[src/design/sibl_pkg.sv]
// Shared definitions for the sorted-table binary lookup block.
// Field widths, action codes and the controller/datapath interface structs.
// No dependencies.
`timescale 1ns / 1ps

package sibl_pkg;

  // Field widths
  localparam int unsigned KEY_W     = 64;
  localparam int unsigned POS_W     = 64;
  localparam int unsigned OFFSET_W  = 40;
  localparam int unsigned LENGTH_W  = 24;
  localparam int unsigned COUNT_W   = 11;
  localparam int unsigned INDEX_W   = 10;

  // Default table depth
  localparam int unsigned TABLE_DEPTH_DEF = 1024;

  // Action codes
  localparam logic ACTION_WRITE  = 1'b0;
  localparam logic ACTION_LOOKUP = 1'b1;

  // Commands from controller to datapath
  typedef struct packed {
    logic wr;      // write beat accepted
    logic load;    // lookup beat accepted: latch key, start search
    logic step;    // probe missed: narrow the range
    logic ld_hit;  // probe matched: capture the position word
    logic ld_out;  // move the result into the output register
  } ctrl_t;

  // Status from datapath to controller
  typedef struct packed {
    logic init_open;  // saturated count is non-zero
    logic next_open;  // narrowed range is non-empty
    logic match;      // probed key equals search key
    logic out_free;   // output register can take a result
  } status_t;

endpackage

[src/design/sibl_ctrl.sv]
// Controller of the sorted-table lookup: accepts beats, sequences probes,
// hands results to the output register. Depends on sibl_pkg.
`timescale 1ns / 1ps

module sibl_ctrl (
  input  logic              clk_i,
  input  logic              rst_ni,
  input  logic              in_valid_i,
  input  logic              action_i,
  input  sibl_pkg::status_t status_i,
  output logic              in_ready_o,
  output sibl_pkg::ctrl_t   ctrl_o
);

  import sibl_pkg::*;

  typedef enum logic [2:0] {
    ST_IDLE   = 3'b001,
    ST_PROBE  = 3'b010,
    ST_RESULT = 3'b100
  } state_e;

  state_e state_q, state_d;

  // next state and commands
  always_comb begin
    state_d    = state_q;
    in_ready_o = 1'b0;
    ctrl_o     = '0;
    case (state_q)
      ST_IDLE: begin
        in_ready_o = 1'b1;
        if (in_valid_i) begin
          if (action_i == ACTION_WRITE) begin
            ctrl_o.wr = 1'b1;
          end else begin
            ctrl_o.load = 1'b1;
            state_d = status_i.init_open ? ST_PROBE : ST_RESULT;
          end
        end
      end
      ST_PROBE: begin
        if (status_i.match) begin
          ctrl_o.ld_hit = 1'b1;
          state_d = ST_RESULT;
        end else begin
          ctrl_o.step = 1'b1;
          if (!status_i.next_open) begin
            state_d = ST_RESULT;
          end
        end
      end
      ST_RESULT: begin
        if (status_i.out_free) begin
          ctrl_o.ld_out = 1'b1;
          state_d = ST_IDLE;
        end
      end
      default: begin
        state_d = ST_IDLE;
      end
    endcase
  end

  always_ff @(posedge clk_i or negedge rst_ni) begin
    if (!rst_ni) begin
      state_q <= ST_IDLE;
    end else begin
      state_q <= state_d;
    end
  end

`ifndef NO_ASSERTIONS
  // a matching probe ends the search at once
  assert property (@(posedge clk_i) disable iff (!rst_ni)
    (state_q == ST_PROBE && status_i.match) |=> (state_q == ST_RESULT))
    else $error("match did not end search");

  // a lookup beat always starts a search or a direct miss
  assert property (@(posedge clk_i) disable iff (!rst_ni)
    (in_valid_i && in_ready_o && action_i == ACTION_LOOKUP) |=>
      (state_q == ST_PROBE || state_q == ST_RESULT))
    else $error("lookup beat dropped");

  // a write beat produces no result and keeps the block idle
  assert property (@(posedge clk_i) disable iff (!rst_ni)
    (in_valid_i && in_ready_o && action_i == ACTION_WRITE) |=> (state_q == ST_IDLE))
    else $error("write beat left idle");
`endif

endmodule

[config.mk]
export PLATFORM = sky130hd
export DESIGN_NAME = sibl_ctrl
export DESIGN_NICKNAME = d
export VERILOG_FILES = /design/src/design/sibl_pkg.sv /design/src/design/sibl_ctrl.sv
export SDC_FILE = /design/constraint.sdc
export NUM_CORES = 1
export LEC_CHECK = 0
export BUFFER_PORTS_ARGS = -buffer_cell sky130_fd_sc_hd__buf_2
export CAP_MARGIN = 15
export CORE_AREA = 10 10 47 49
export CTS_BUF_LIST = sky130_fd_sc_hd__clkbuf_4 sky130_fd_sc_hd__clkbuf_8
export CTS_CLUSTER_DIAMETER = 80
export DETAILED_ROUTE_END_ITERATION = 16
export DIE_AREA = 0 0 57 59
export REMOVE_ABC_BUFFERS = 1
export SLEW_MARGIN = 20
export SYNTH_ARGS = -nofsm -noshare
export SYNTH_HDL_FRONTEND = slang
export SYNTH_SLANG_ARGS = --single-unit
[constraint.sdc]
create_clock -name clk_i -period 1.8 [get_ports clk_i]
set_input_delay 0.36 -clock clk_i [delete_from_list [all_inputs] [get_ports clk_i]]
set_output_delay 0.36 -clock clk_i [all_outputs]
set_load 0.005 [all_outputs]
# Word level (Yosys, flattened, before mapping)
# Cells that the tools add are included.
dict set report classes {
  n_eq_ne 7
  n_reduce_logical 1
  mux 17
}
# operator n
set op_table {}
lappend op_table {{3-bit 2-to-1 mux} 6}
lappend op_table {{3-bit one-hot mux with 3 select lines} 1}
lappend op_table {{1-bit 2-to-1 mux} 7}
lappend op_table {{2-bit 2-to-1 mux} 3}
lappend op_table {{2-bit inequality test, second input constant} 3}
lappend op_table {{4-bit AND reduction} 1}
lappend op_table {{3-bit by 1-bit == test with 1-bit output, second input constant} 1}
lappend op_table {{3-bit by 2-bit == test with 1-bit output, second input constant} 1}
lappend op_table {{3-bit == test, second input constant} 1}
lappend op_table {{3-bit inequality test, second input constant} 1}
dict set report totals {
  out_inout_bits 6
  elab_cells 26
  ff_bits 3
  input_bits 8
}

# Longest topological paths before layout
dict set report logic_depth {
  depth_word 4
  mapped_depth 4
  depth_no_buf 3
}

# Worst setup path after synthesis
# OpenSTA, ideal clock, no wires.
dict set report synth_timing {
  path_kind {reg-to-output}
  from {register state_q[0]}
  to {output ctrl_o[4] in the netlist's numbering}
  path_buffers 0
  path_slack_ns 0.495
  stages_incl_launch_ff 3
  arrival_time_ns 0.945
  cell_sequence {dfstp_2 nand2b_1 nor4b_1}
}
# element line
set synth_lines {}
lappend synth_lines {{start: declaration} sibl_ctrl.sv:23} ;# state_e state_q, state_d;
lappend synth_lines {{start signal: assignment} sibl_ctrl.sv:69} ;# state_q <= state_d;
lappend synth_lines {{end: declaration} sibl_ctrl.sv:12} ;# output sibl_pkg::ctrl_t ctrl_o

==> flow_summary.ini <==
[cts]
clk_latency_ns = 0.23
clk_pin_slew_ns = 0.04
clockRootBuffer = clkbuf_4
cts_tree = done
clockBufferDepth = 2
htree_num_levels = 1
cts_buffers = 3
cts_sinks = 3

[floorplan]
io-pin-count = 14
initial_core_util_pct = 16.1
die_area_sq_mm = 0.00336
die_w_microns = 57
rows = 14
die_y_microns = 59
core_sq_mm = 0.00140

[sta]
rsz0062_at_grt = no
hold_violations = 0
slew_headroom_pct = 78.2
final.period_utilization_pct = 93.0
min_period_ns = 1.67
tns_ns = 0
slew_viol_final = 0
tightest_slew_ns = 0.323
setup_viol = 0
fmax_mhz = 598
holdWs_ns = 0.452
fin_skew_ns = 0.00311

[routing]
ant_nets = 0
routed_wl_microns = 735
post_drt_wl_per_cell_microns = 12.5
drt_iter0_markers = 8
drc = 0
via_per_inst = 4.58
drtPass1Iterations = 4
vias = 270

[grt]
grt_pass1_vias = 311
grt_usage_pct = 4.53
antenna_found_initial = 0
grt_pass1_wl_mm = 1.17
grt_max_degree = 12
overflow = 0

[yosys]
ys_types = 19
ys_ff_latch = 3
syn_area_sq_um = 225
syn_inst = 26
yosys_warnings = 0
seq_area_frac_synth_pct = 33.9
syn_area_per_cell_sq_um = 8.66

[cells_and_area]
largest_reg_flops = 3
n_fill_cell = 152
seqCellArea_sq_um = 76.3
fin_nets = 52
largest-register = state_q
drive_gt1_share_pct = 51.2
multi_input_area_sq_um = 149
syn_to_final_growth_pct = 55.6
reg_top3 = state_q: 3 flops
fin_area_sq_um = 350
num_antenna_cells = 0
layoutNonFillerInstCount = 59

[job]
drv_cap = 0

[critical_path]
crit_path_end_kind = primary output
r2r_cells = 3
critical_path.max_fanout = 5
worstPathArrival_ns = 1.31
crit_type = flip-flop to primary output
cp-start-kind = flip-flop
cp_data_required_time_ns = 1.44

[pwr]
power_density_mw_per_mm2 = 787
power_leakage_nw = 0.166
ir_drop_v = 0.000263
finalPower_w = 0.000276

[placement]
place_area_sq_um = 299
dp.cells = 54
port_buffers = 13
finalWeightedCongestion = 0.694

[hold_path]
hp-class = input port to async pin

[status]
status = finished, final reports clean
-- repair_timing --
action                                  CTS  global route
endpoints found under the setup margin    0             2
setup buffers                             0             0
hold endpoints to repair                  2             0
resized for setup                         0             2
hold buffers                              1             0
-- final timing paths --
| kind | slack, ns | from | to |
|---|---|---|---|
| min | 0.45 | rst_ni | state_q[1] |
| min in group clk_i | 0.46 | status_i[3] | state_q[2] |
| max reg2reg | 0.57 | state_q[2] | state_q[2] |
| min reg2reg | 0.56 | state_q[0] | state_q[0] |
| max in group asynchronous | 1.15 | rst_ni | state_q[0] |
| max | 0.13 | state_q[0] | ctrl_o[4] |
-- where the power goes --
part           internal [W]  total [W]  switching [W]  leakage [nW]
Clock             0.0000979   0.000131      0.0000331        0.0184
Sequential        0.0000760  0.0000875      0.0000115        0.0377
Combinational     0.0000291  0.0000571      0.0000280         0.110
-- per-stage QoR --
step / util [%] / worst slack, ns
2_1_floorplan: - / 0.495
3_3_place_gp: 21.3 / 0.366
3_5_place_dp: 21.3 / 0.361
4_1_cts: 24.2 / 0.105
5_1_grt: 25.0 / 0.0423
6_report: 25.0 / 0.126
-- cells by family after synthesis --
| kind of cell | share of synthesized area, % |
|---|---|
| buffers and inverters | 5.00 |
| flip-flops | 33.9 |
| AND/OR/NAND/NOR | 44.4 |
| AO/OA/AOI/OAI | 16.7 |
-- layer usage --
| layer | global-route usage (%) | routed length (microns) |
|---|---|---|
| met1 | 2.96 | 242 |
| met2 | 9.15 | 459 |
| met3 | 1.93 | 30 |
| met4 | 4.03 | 2 |
| met5 | 0 | 0 |
-- critical path: stages (launching register included) --
cell,delay [ns]
dfstp_2,0.55
nand2b_1,0.15
nor4b_2,0.23
buf_2,0.15
-- synth_stat cells, drive strengths merged --
library cell / number / area share (%)
nand2: 2 / 3.3
dfrtp: 2 / 22
o21a: 1 / 3.3
a21oi: 1 / 2.2
buf: 1 / 5.0
o2bb2a: 1 / 5.0
nor3: 3 / 6.7
nor3b: 1 / 3.3
nor4b: 1 / 3.9
and3b: 1 / 4.4
dfstp: 1 / 12
nor2b: 2 / 5.6
o41ai: 1 / 3.9
nand2b: 1 / 2.8
or2b: 1 / 3.3
nand3: 1 / 2.2
o21ai: 1 / 2.2
nor2: 3 / 5.0
or3b: 1 / 3.9
-- area by class of cell --
class	instances	share of cell area (%)
Clock buffer	4	8.57
Sequential cell	3	21.8
Multi-Input combinational cell	22	42.5
Tap cell	16	5.71
Timing Repair Buffer	14	21.4
-- cells in the final DEF, fill, tap and decap left out, types with 2 or more instances in the layout --
master    instances
nand2_1           2
dfrtp_1           2
clkbuf_4          4
nor2b_1           2
buf_2            13
nor3_1            2
nor2_1            3
(Power assumes the default switching activity.)
